**src/hdl/iefg_pkg.sv**
```systemverilog
// Shared types, constants and checksum helpers for the ICMP echo frame generator.
// No dependencies; imported by the builder and the top level.
`default_nettype none

package iefg_pkg;

	localparam int HDR_BYTES = 42;

	localparam logic [7:0]  IP_VER_IHL    = 8'h45;
	localparam logic [7:0]  IP_PROTO_ICMP = 8'h01;
	localparam logic [7:0]  ICMP_ECHO_REQ = 8'h08;
	localparam logic [15:0] ETH_TYPE_IPV4 = 16'h0800;
	localparam logic [7:0]  BCAST_BYTE    = 8'hFF;

	localparam logic [47:0] SOURCE_MAC_RST = 48'h0;
	localparam logic [31:0] SOURCE_IP_RST  = 32'h0A00_020F;
	localparam logic [7:0]  TTL_RST        = 8'd64;
	localparam logic [15:0] IDENT_RST      = 16'h1234;
	localparam logic [15:0] SEQ_RST        = 16'h0001;

	typedef enum logic [2:0] {
		REG_SOURCE_MAC = 3'd0,
		REG_SOURCE_IP  = 3'd1,
		REG_TTL        = 3'd2,
		REG_IDENT      = 3'd3,
		REG_SEQ        = 3'd4
	} reg_idx_t;

	typedef logic [20:0] csum_acc_t;

	// Unfolded sum of 16-bit words over the incrementing payload, odd byte padded with zero
	function automatic csum_acc_t payload_sum(int n);
		int acc;
		acc = 0;
		for (int i = 0; i + 1 < n; i += 2) begin
			acc += (i << 8) | (i + 1);
		end
		if ((n & 1) != 0) begin
			acc += (n - 1) << 8;
		end
		return csum_acc_t'(acc);
	endfunction

	// end-around carry fold, then complement
	function automatic logic [15:0] csum_fold(csum_acc_t s);
		logic [16:0] a;
		logic [16:0] b;
		a = 17'(s[15:0]) + 17'(s[20:16]);
		b = 17'(a[15:0]) + 17'(a[16]);
		return ~b[15:0];
	endfunction

endpackage

`default_nettype wire

```
**src/hdl/iefg_cell.sv**
```systemverilog
// One word cell of the frame shift chain: parallel load or take neighbor's word.
// Depends on nothing but the clock.
`default_nettype none

module iefg_cell (
	input  wire logic        clk,
	input  wire logic        load,
	input  wire logic        shift,
	input  wire logic [15:0] load_word,
	input  wire logic [15:0] next_word,
	output logic      [15:0] word
);
	logic [15:0] word_q;

	always_ff @(posedge clk) begin
		if (load) begin
			word_q <= load_word;
		end else if (shift) begin
			word_q <= next_word;
		end
	end

	assign word = word_q;

endmodule

`default_nettype wire

```
**src/hdl/iefg_builder.sv**
```systemverilog
// Assembles the Ethernet/IPv4/ICMP echo frame words and folds both checksums.
// Depends on iefg_pkg.
`default_nettype none

module iefg_builder #(
	parameter int PAYLOAD_BYTES = 32
) (
	input  wire logic [31:0]               dst_ip,
	input  wire logic [47:0]               src_mac,
	input  wire logic [31:0]               src_ip,
	input  wire logic [7:0]                ttl,
	input  wire logic [15:0]               ident,
	input  wire logic [15:0]               seq,
	input  wire iefg_pkg::csum_acc_t       ip_sum,
	input  wire iefg_pkg::csum_acc_t       icmp_sum,
	output logic [(iefg_pkg::HDR_BYTES + PAYLOAD_BYTES + 1) / 2 - 1:0][15:0] words
);
	import iefg_pkg::*;

	localparam int FRAME_BYTES = HDR_BYTES + PAYLOAD_BYTES;
	localparam int NW          = (FRAME_BYTES + 1) / 2;
	localparam logic [15:0] TOT_LEN = 16'(FRAME_BYTES - 14);

	logic [7:0]  b [0:2*NW-1];
	logic [15:0] ip_csum;
	logic [15:0] icmp_csum;

	assign ip_csum   = csum_fold(ip_sum);
	assign icmp_csum = csum_fold(icmp_sum);

	always_comb begin
		for (int i = 0; i < 2 * NW; i++) begin
			b[i] = 8'h00;
		end
		for (int i = 0; i < 6; i++) begin
			b[i]     = BCAST_BYTE;
			b[6 + i] = src_mac[47 - 8*i -: 8];
		end
		b[12] = ETH_TYPE_IPV4[15:8];
		b[13] = ETH_TYPE_IPV4[7:0];
		b[14] = IP_VER_IHL;
		b[16] = TOT_LEN[15:8];
		b[17] = TOT_LEN[7:0];
		b[22] = ttl;
		b[23] = IP_PROTO_ICMP;
		b[24] = ip_csum[15:8];
		b[25] = ip_csum[7:0];
		b[26] = src_ip[31:24];
		b[27] = src_ip[23:16];
		b[28] = src_ip[15:8];
		b[29] = src_ip[7:0];
		b[30] = dst_ip[31:24];
		b[31] = dst_ip[23:16];
		b[32] = dst_ip[15:8];
		b[33] = dst_ip[7:0];
		b[34] = ICMP_ECHO_REQ;
		b[36] = icmp_csum[15:8];
		b[37] = icmp_csum[7:0];
		b[38] = ident[15:8];
		b[39] = ident[7:0];
		b[40] = seq[15:8];
		b[41] = seq[7:0];
		for (int i = 0; i < PAYLOAD_BYTES; i++) begin
			b[HDR_BYTES + i] = 8'(i);
		end
	end

	for (genvar k = 0; k < NW; k++) begin : g_word
		assign words[k] = {b[2*k], b[2*k + 1]};
	end

endmodule

`default_nettype wire

```
**src/hdl/icmp_echo_frame_generator_top.sv**
```systemverilog
// Top level of the ICMP echo frame generator: APB registers, request buffer,
// word cell chain. Depends on iefg_pkg, iefg_builder and iefg_cell.
//
//  channel | dir | handshake         | contents
//  s_*     | in  | s_tvalid/s_tready | request: destination IPv4 address
//  m_*     | out | m_tvalid/m_tready | one 16-bit frame word, tlast on final word
//  apb     | in  | psel/penable      | station MAC, source IP, TTL, id, sequence
//
// A frame is (42 + PAYLOAD_BYTES + 1) / 2 words (37 by default), one per cycle while
// m_tready is high, as set by the single output port of the cell chain.
// The next request loads into the chain at the edge its last word is taken,
// so frames run back to back; one further request waits in a buffer.
// A stalled m_tready freezes the chain. Reset clears control and loads the registers' reset values.
`default_nettype none

module icmp_echo_frame_generator_top #(
	parameter int PAYLOAD_BYTES = 32,
	parameter int TX_SLOTS      = 4
) (
	input  wire logic        clk,
	input  wire logic        arst_n,
	// s_tdata: [31:0] dest_ip
	input  wire logic        s_tvalid,
	output logic             s_tready,
	input  wire logic [31:0] s_tdata,
	// m_tdata: [15:0] frame_word, [21:16] word_index, [28:22] frame_length, [31:29] zero
	output logic             m_tvalid,
	input  wire logic        m_tready,
	output logic      [31:0] m_tdata,
	output logic             m_tlast,
	// m_tuser: [1:0] tx_slot
	output logic      [1:0]  m_tuser,
	input  wire logic        psel,
	input  wire logic        penable,
	input  wire logic        pwrite,
	input  wire logic [5:0]  paddr,
	input  wire logic [63:0] pwdata,
	output logic      [63:0] prdata,
	output logic             pready
);
	import iefg_pkg::*;

	localparam int FRAME_BYTES = HDR_BYTES + PAYLOAD_BYTES;
	localparam int NW          = (FRAME_BYTES + 1) / 2;
	localparam int SLOT_W      = (TX_SLOTS > 1) ? $clog2(TX_SLOTS) : 1;
	localparam logic [5:0] LAST_IDX = 6'(NW - 1);
	localparam logic [6:0] FLEN     = 7'(FRAME_BYTES);
	localparam logic [15:0] TOT_LEN = 16'(FRAME_BYTES - 14);
	localparam csum_acc_t PAY_SUM   = payload_sum(PAYLOAD_BYTES);

	logic [47:0] src_mac_q;
	logic [31:0] src_ip_q;
	logic [7:0]  ttl_q;
	logic [15:0] ident_q;
	logic [15:0] seq_q;

	logic        pend_q;
	logic [31:0] dst_s1;
	csum_acc_t   ip_sum_s1;
	csum_acc_t   icmp_sum_s1;

	logic              busy_q;
	logic [5:0]        idx_q;
	logic [SLOT_W-1:0] slot_q;
	logic [SLOT_W-1:0] cur_slot_q;
	logic [2:0]        slot_ext;

	logic      cfg_wr;
	reg_idx_t  cfg_idx;
	logic      s_fire;
	logic      out_fire;
	logic      at_last;
	logic      load;
	csum_acc_t ip_sum;
	csum_acc_t icmp_sum;

	logic [NW-1:0][15:0] frame_words;
	logic [NW-1:0][15:0] chain;

	// configuration
	assign pready  = 1'b1;
	assign cfg_wr  = psel & penable & pwrite & pready;
	assign cfg_idx = reg_idx_t'(paddr[5:3]);

	always_ff @(posedge clk or negedge arst_n) begin
		if (!arst_n) begin
			src_mac_q <= SOURCE_MAC_RST;
			src_ip_q  <= SOURCE_IP_RST;
			ttl_q     <= TTL_RST;
			ident_q   <= IDENT_RST;
			seq_q     <= SEQ_RST;
		end else if (cfg_wr) begin
			case (cfg_idx)
				REG_SOURCE_MAC: src_mac_q <= pwdata[47:0];
				REG_SOURCE_IP:  src_ip_q  <= pwdata[31:0];
				REG_TTL:        ttl_q     <= pwdata[7:0];
				REG_IDENT:      ident_q   <= pwdata[15:0];
				REG_SEQ:        seq_q     <= pwdata[15:0];
				default: ;
			endcase
		end
	end

	always_comb begin
		case (cfg_idx)
			REG_SOURCE_MAC: prdata = 64'(src_mac_q);
			REG_SOURCE_IP:  prdata = 64'(src_ip_q);
			REG_TTL:        prdata = 64'(ttl_q);
			REG_IDENT:      prdata = 64'(ident_q);
			REG_SEQ:        prdata = 64'(seq_q);
			default:        prdata = 64'h0;
		endcase
	end

	// request buffer with raw checksum sums
	assign out_fire = m_tvalid & m_tready;
	assign at_last  = (idx_q == LAST_IDX);
	assign load     = pend_q & (~busy_q | (out_fire & at_last));
	assign s_tready = ~pend_q | load;
	assign s_fire   = s_tvalid & s_tready;

	assign ip_sum = csum_acc_t'({IP_VER_IHL, 8'h00}) + csum_acc_t'(TOT_LEN)
		+ csum_acc_t'({ttl_q, IP_PROTO_ICMP})
		+ csum_acc_t'(src_ip_q[31:16]) + csum_acc_t'(src_ip_q[15:0])
		+ csum_acc_t'(s_tdata[31:16]) + csum_acc_t'(s_tdata[15:0]);
	assign icmp_sum = csum_acc_t'({ICMP_ECHO_REQ, 8'h00}) + csum_acc_t'(ident_q)
		+ csum_acc_t'(seq_q) + PAY_SUM;

	always_ff @(posedge clk or negedge arst_n) begin
		if (!arst_n) begin
			pend_q <= 1'b0;
		end else if (s_fire) begin
			pend_q <= 1'b1;
		end else if (load) begin
			pend_q <= 1'b0;
		end
	end

	always_ff @(posedge clk) begin
		if (s_fire) begin
			dst_s1      <= s_tdata;
			ip_sum_s1   <= ip_sum;
			icmp_sum_s1 <= icmp_sum;
		end
	end

	iefg_builder #(
		.PAYLOAD_BYTES(PAYLOAD_BYTES)
	) u_builder (
		.dst_ip   (dst_s1),
		.src_mac  (src_mac_q),
		.src_ip   (src_ip_q),
		.ttl      (ttl_q),
		.ident    (ident_q),
		.seq      (seq_q),
		.ip_sum   (ip_sum_s1),
		.icmp_sum (icmp_sum_s1),
		.words    (frame_words)
	);

	// word chain, head at cell 0
	for (genvar k = 0; k < NW; k++) begin : g_cell
		logic [15:0] nxt;
		if (k == NW - 1) begin : g_tail
			assign nxt = 16'h0;
		end else begin : g_mid
			assign nxt = chain[k + 1];
		end
		iefg_cell u_cell (
			.clk       (clk),
			.load      (load),
			.shift     (out_fire),
			.load_word (frame_words[k]),
			.next_word (nxt),
			.word      (chain[k])
		);
	end

	// frame sequencing
	always_ff @(posedge clk or negedge arst_n) begin
		if (!arst_n) begin
			busy_q     <= 1'b0;
			idx_q      <= '0;
			slot_q     <= '0;
			cur_slot_q <= '0;
		end else begin
			if (load) begin
				busy_q     <= 1'b1;
				idx_q      <= '0;
				cur_slot_q <= slot_q;
				slot_q     <= (slot_q == SLOT_W'(TX_SLOTS - 1)) ? '0 : slot_q + 1'b1;
			end else if (out_fire) begin
				idx_q <= idx_q + 6'd1;
				if (at_last) begin
					busy_q <= 1'b0;
				end
			end
		end
	end

	assign slot_ext = 3'(cur_slot_q);
	assign m_tvalid = busy_q;
	assign m_tdata  = {3'b000, FLEN, idx_q, chain[0]};
	assign m_tlast  = at_last;
	assign m_tuser  = slot_ext[1:0];

endmodule

`default_nettype wire

```
**config.mk**
```make
export PLATFORM = sky130hd
export DESIGN_NAME = icmp_echo_frame_generator_top
export DESIGN_NICKNAME = d
export VERILOG_FILES = /design/src/hdl/iefg_pkg.sv /design/src/hdl/iefg_cell.sv /design/src/hdl/iefg_builder.sv /design/src/hdl/icmp_echo_frame_generator_top.sv
export SDC_FILE = /design/constraint.sdc
export NUM_CORES = 1
export LEC_CHECK = 0
export CAP_MARGIN = 10
export CORE_MARGIN = 8
export CORE_UTILIZATION = 61
export CTS_CLUSTER_DIAMETER = 200
export CTS_CLUSTER_SIZE = 12
export DETAILED_ROUTE_END_ITERATION = 8
export DONT_BUFFER_PORTS = 1
export MAX_ROUTING_LAYER = met4
export PLACE_DENSITY = 0.79
export SLEW_MARGIN = 0
export SYNTH_ARGS = -nofsm -noshare
export SYNTH_HDL_FRONTEND = slang
export SYNTH_HIERARCHICAL = 1
export SYNTH_SLANG_ARGS = --single-unit
```
**constraint.sdc**
```tcl
create_clock -name clk -period 4.8 [get_ports clk]
set_input_delay 0 -clock clk [delete_from_list [all_inputs] [get_ports clk]]
set_output_delay 0 -clock clk [all_outputs]
set_load 0.01 [all_outputs]
```
### After elaboration in Yosys (flattened, before gate mapping)

Cells that the tools add are included.

* output and inout bits: 102
* word-level logic and storage cells: 126
* bits in registers: 686

* reduce and logical (&&, ||, !) cells: 10
* muxes and demuxes: 33
* eq/ne operators: 6
* $add $sub $neg: 14
* bitwise gates (word level): 12

Operators by type and width (number)
* $mux W16: 24
* $pmux W48 S5: 1
* $add A17 B16 Y18: 2
* $add A16 B5 Y17: 2
* $add A16 B1 Y16: 2
* $not A16 Y16: 2
* $add A20 B16 Y21: 1
* $add A19 B16 Y20: 1
* $add A18 B16 Y19: 1
* $add A18 B16 Y19 const B: 1
* $add A12 B16 Y17 const A: 1
* $add A15 B16 Y17 const A: 1
* $mux W6: 2
* $reduce_and A2 Y1: 6
* $add A6 B1 Y6 const B: 1
* $and A1 B1 Y1: 6
* $eq A3 B2 Y1 const B: 2
* $eq A6 B6 Y1 const B: 1
* $reduce_bool A2 Y1: 3
* $mux W1: 5
* $eq A3 B1 Y1 const B: 1
* $eq A3 B3 Y1 const B: 1
* $logic_not A3 Y1: 1
* $add A2 B1 Y2 const B: 1
* other kinds (4): 6

### Logic depth before layout (Yosys ltp)

* depth after elaboration: 7
* mapped depth: 16
* gate-level depth less buffers: 16

### Cells and area by module

Netlist, hierarchy kept.

Modules (own cells, without submodules)
* iefg_cell: area an instance 732.0 um^2, seq. area each 480.5 um^2, instances 37, cells an instance 35
* icmp_echo_frame_generator_top: area an instance 11158.2 um^2, seq. area each 5392.7 um^2, instances 1, cells an instance 940
* iefg_builder: area an instance 6080.8 um^2, seq. area each 0.0 um^2, instances 1, cells an instance 818

### Worst setup path after synthesis

No wires, ideal clock.

* path kind: register to register
* start point: reg ip_sum_s1[0]
* end point: reg g_cell[12].u_cell.word_q[12] (data pin)
* library setup time: 0.260 ns
* stages on the path, launching flop included: 17
* period minus slack after synthesis: 3.810 ns
* slack: 0.990 ns
* data arrival time: 3.550 ns
* path through: edfxtp_1 ha_1 inv_1 fa_1 nor2b_1 o21a_1 o21ai_0 nor2_1 ha_1 nor2b_1 nand2_2 nor3_2 and3_4 o211ai_4 o211a_1 or3_1 mux2_4

RTL lines
* from (decl): RTL line icmp_echo_frame_generator_top.sv:59 `csum_acc_t ip_sum_s1;`
* from (signal assigned): RTL line icmp_echo_frame_generator_top.sv:142 `ip_sum_s1 <= ip_sum;`
* to (signal assigned): RTL line iefg_cell.sv:17 `word_q <= load_word;`
* to (signal assigned): RTL line iefg_cell.sv:19 `word_q <= next_word;`
* to (decl): RTL line iefg_cell.sv:13 `logic [15:0] word_q;`

==> flow_summary.ini <==
[grt]
grt_pass1_wl_mm = 132
overflow = 0
grt_pass1_vias = 22700
grt_max_degree = 133
antenna_found_initial = 4
grtUsageTotal_pct = 21.5

[routing]
vias_per_cell = 5.33
ant_nets = 0
drt-pass1-iter-count = 5
wire_per_inst_um = 21.3
drtIter0Drc = 1561
route.vias.total = 21700
wirelength_mm = 86.7
drcViolationCount = 0

[synth]
synth-seq-cells = 793
seq_area_frac_synth_pct = 52.3
avgSynthCellArea_sq_um = 14.5
async_flop_share_pct = 16.6
synth_area_sq_um = 44300
ys.flop_type = edfxtp_1
synth.distinct_cells = 98
synthCells = 3053
yosysWarnings = 6
synth_edf_count = 661

[timing]
setup_violations = 0
fin_crit_sh_pct = 89.1
period_minus_slack_ns = 4.28
fmax_ghz = 0.234
rsz0062_at_grt = no
final_hold_viol_count = 15
fin_ws_ns = 0.522
max_slew_margin_pct = 29.2
tns_ns = 0
hold-worst-slack_ns = -0.0605
fin_skew_ns = 0.0265
worst_slew_pin_slew_ns = 1.06
drv_slew = 0

[critical_path]
ff2ff_path_depth = 16
startpoint = ip_sum_s1[16]$_DFFE_PP_
reg2reg_setup_slack_ns = 0.52
r2r_start = ip_sum_s1[16]$_DFFE_PP_
end_kind = register
start_kind = register
critical_path_class = register to register
r2r-end = g_cell[12].u_cell/word[12]$_DFFE_PP_
crit_path_end = g_cell[12].u_cell/word[12]$_DFFE_PP_
cp_data_arrival_time_ns = 4.68
required_ns = 5.20
path_max_fanout = 9

[clock_tree]
clock_path_buffers = 3
postCtsSetupBuffers = 0
cts_buffers = 76
cts_sinks = 793
cts_repair_resize_count = 0
cts_root_buf = clkbuf_16
clk_latency_ns = 0.65
ctsHoldBuffers = 119
clk_pin_slew_ns = 0.07
htreeDepth = 3
cts_tree = yes

[placed_design]
post-place-ws_ns = 0.516
dp_cells = 3804
gp_congestion = 0.921
io_buffers = 0
dpl_cell_area_sq_um = 41800
dp_hpwl_mm = 60.6

[power]
power_mw = 18.5
peakVddDrop_mv = 0.284
p_leak_nw = 18.1
power_density_nw_per_um2 = 409

[cells_and_area]
layout_commonest_cell = edfxtp_1
nFillCells = 5140
syn2layout_area_growth_pct = 2.26
final_cells = 4064
layout.nets = 3281
final_core_util_pct = 62.5
fin_area_sq_um = 45300
layout_common_cells = edfxtp_1 (661), conb_1 (456), mux2_2 (350)
drive_gt1_share_pct = 27.9

[min_path]
hp-class = primary input to async pin

[floorplan]
die_x_um = 286
dieArea_sq_um = 81500
core_sq_um = 72500
io_pins = 211
fp-row-count = 99
die_h_um = 286
start_util_pct = 61.2

[run_status]
outcome = complete, but fails checks
violations = negative hold slack

[run]
maxCapViolCount = 0
## layer usage
metal | GRT usage, % | part of all wire, % | up-vias
li1 | - | - | 9873
met1 | 25.0 | 39 | 11000
met3 | 4.77 | 6.0 | 172
met4 | 7.72 | 3.8 | 0
met5 | - | 0 | -
met2 | 36.7 | 51 | 634
## cell usage after synthesis (9+ instances only)
library cell | n | area share (%)
a211oi_1 | 9 | 0.15
a21o_1 | 14 | 0.24
a21oi_1 | 28 | 0.32
a22o_1 | 14 | 0.28
a22oi_1 | 26 | 0.44
and2_1 | 20 | 0.28
buf_12 | 37 | 1.7
buf_2 | 13 | 0.15
buf_4 | 593 | 10
buf_6 | 37 | 0.94
clkbuf_1 | 15 | 0.13
dfrtp_1 | 118 | 6.7
dfstp_2 | 14 | 0.83
edfxtp_1 | 661 | 45
fa_1 | 43 | 1.9
ha_1 | 85 | 2.4
inv_1 | 155 | 1.3
mux2_1 | 10 | 0.25
mux2_2 | 350 | 8.9
mux2_4 | 333 | 11
nand2_1 | 72 | 0.61
nand2b_1 | 9 | 0.13
nand3_1 | 18 | 0.20
nor2_1 | 52 | 0.44
nor3_1 | 10 | 0.11
o21a_1 | 11 | 0.19
o21ai_0 | 49 | 0.55
o22ai_1 | 12 | 0.17
or2_1 | 39 | 0.55
xnor2_1 | 44 | 0.87
xor2_1 | 22 | 0.43
## power by group
part | leakage, nW | internal, mW | total, mW | switching, mW
Clock | 1.06 | 3.01 | 5.59 | 2.58
Sequential | 8.03 | 8.43 | 8.94 | 0.508
Combinational | 8.96 | 1.88 | 4.00 | 2.13
Total | 18.1 | 13.3 | 18.5 | 5.22
## kinds of logic (layout without fill, tap and decap cells)
kind of cell               Yosys count  in the layout  synth area share [%]
other                                4            463                0.0339
AOI/OAI and AO/OA                  227            227                  3.73
buffers and inverters              853            446                  14.3
xor gates and xnor gates            67             67                  1.34
and+or+nand+nor                    287            287                  3.56
DFF                                793            793                  52.3
muxes                              694            694                  20.5
adders and majority gates          128            128                  4.34
## cell type report
type	count	area [sq um]	share of cell area (%)
Inverter	157	597	1.32
Multi-Input combinational cell	1859	16500	36.5
Antenna cell	7	17.5	0.0386
Clock buffer	124	2080	4.59
Timing Repair Buffer	157	1550	3.42
Tap cell	959	1200	2.65
Sequential cell	793	23200	51.1
Clock inverter	8	170	0.375
## registers in the layout, indices dropped and copies added, names as in the netlist
register / cells
g_cell.u_cell/word: 592
src_mac_q: 48
dst_s1: 32
src_ip_q: 32
ip_sum_s1: 19
icmp_sum_s1: 18
ident_q: 16
seq_q: 16
ttl_q: 8
idx_q: 6
m_tuser: 2
slot_q: 2
m_tvalid: 1
pend_q: 1
## worst min path at each step
stage            start                   endpoint  slack [ns]
2_1_floorplan   arst_n     ident_q[0]$_DFFE_PN0P_       -0.30
3_3_place_gp    arst_n  src_mac_q[33]$_DFFE_PN0P_       -0.29
3_5_place_dp    arst_n  src_mac_q[33]$_DFFE_PN0P_       -0.29
4_1_cts        penable   src_ip_q[26]$_DFFE_PN0P_      0.0005
5_1_grt         arst_n  src_mac_q[38]$_DFFE_PN0P_        0.01
6_report        arst_n  src_mac_q[38]$_DFFE_PN0P_       -0.06
## worst max-delay path: stages (launching register included)
cell and delay (ns):
edfxtp_1 0.34, ha_1 0.23, inv_1 0.07, fa_1 0.47, nor2b_1 0.21, o21a_1 0.26, o21ai_0 0.17, nor2_1 0.26
ha_1 0.18, nor2b_1 0.21, nand2_2 0.10, nor3_2 0.29, and3_4 0.26, o211ai_4 0.12, o211a_1 0.23, or3_1 0.35
mux2_4 0.27
No activity file was read; power rests on OpenSTA's default activity.
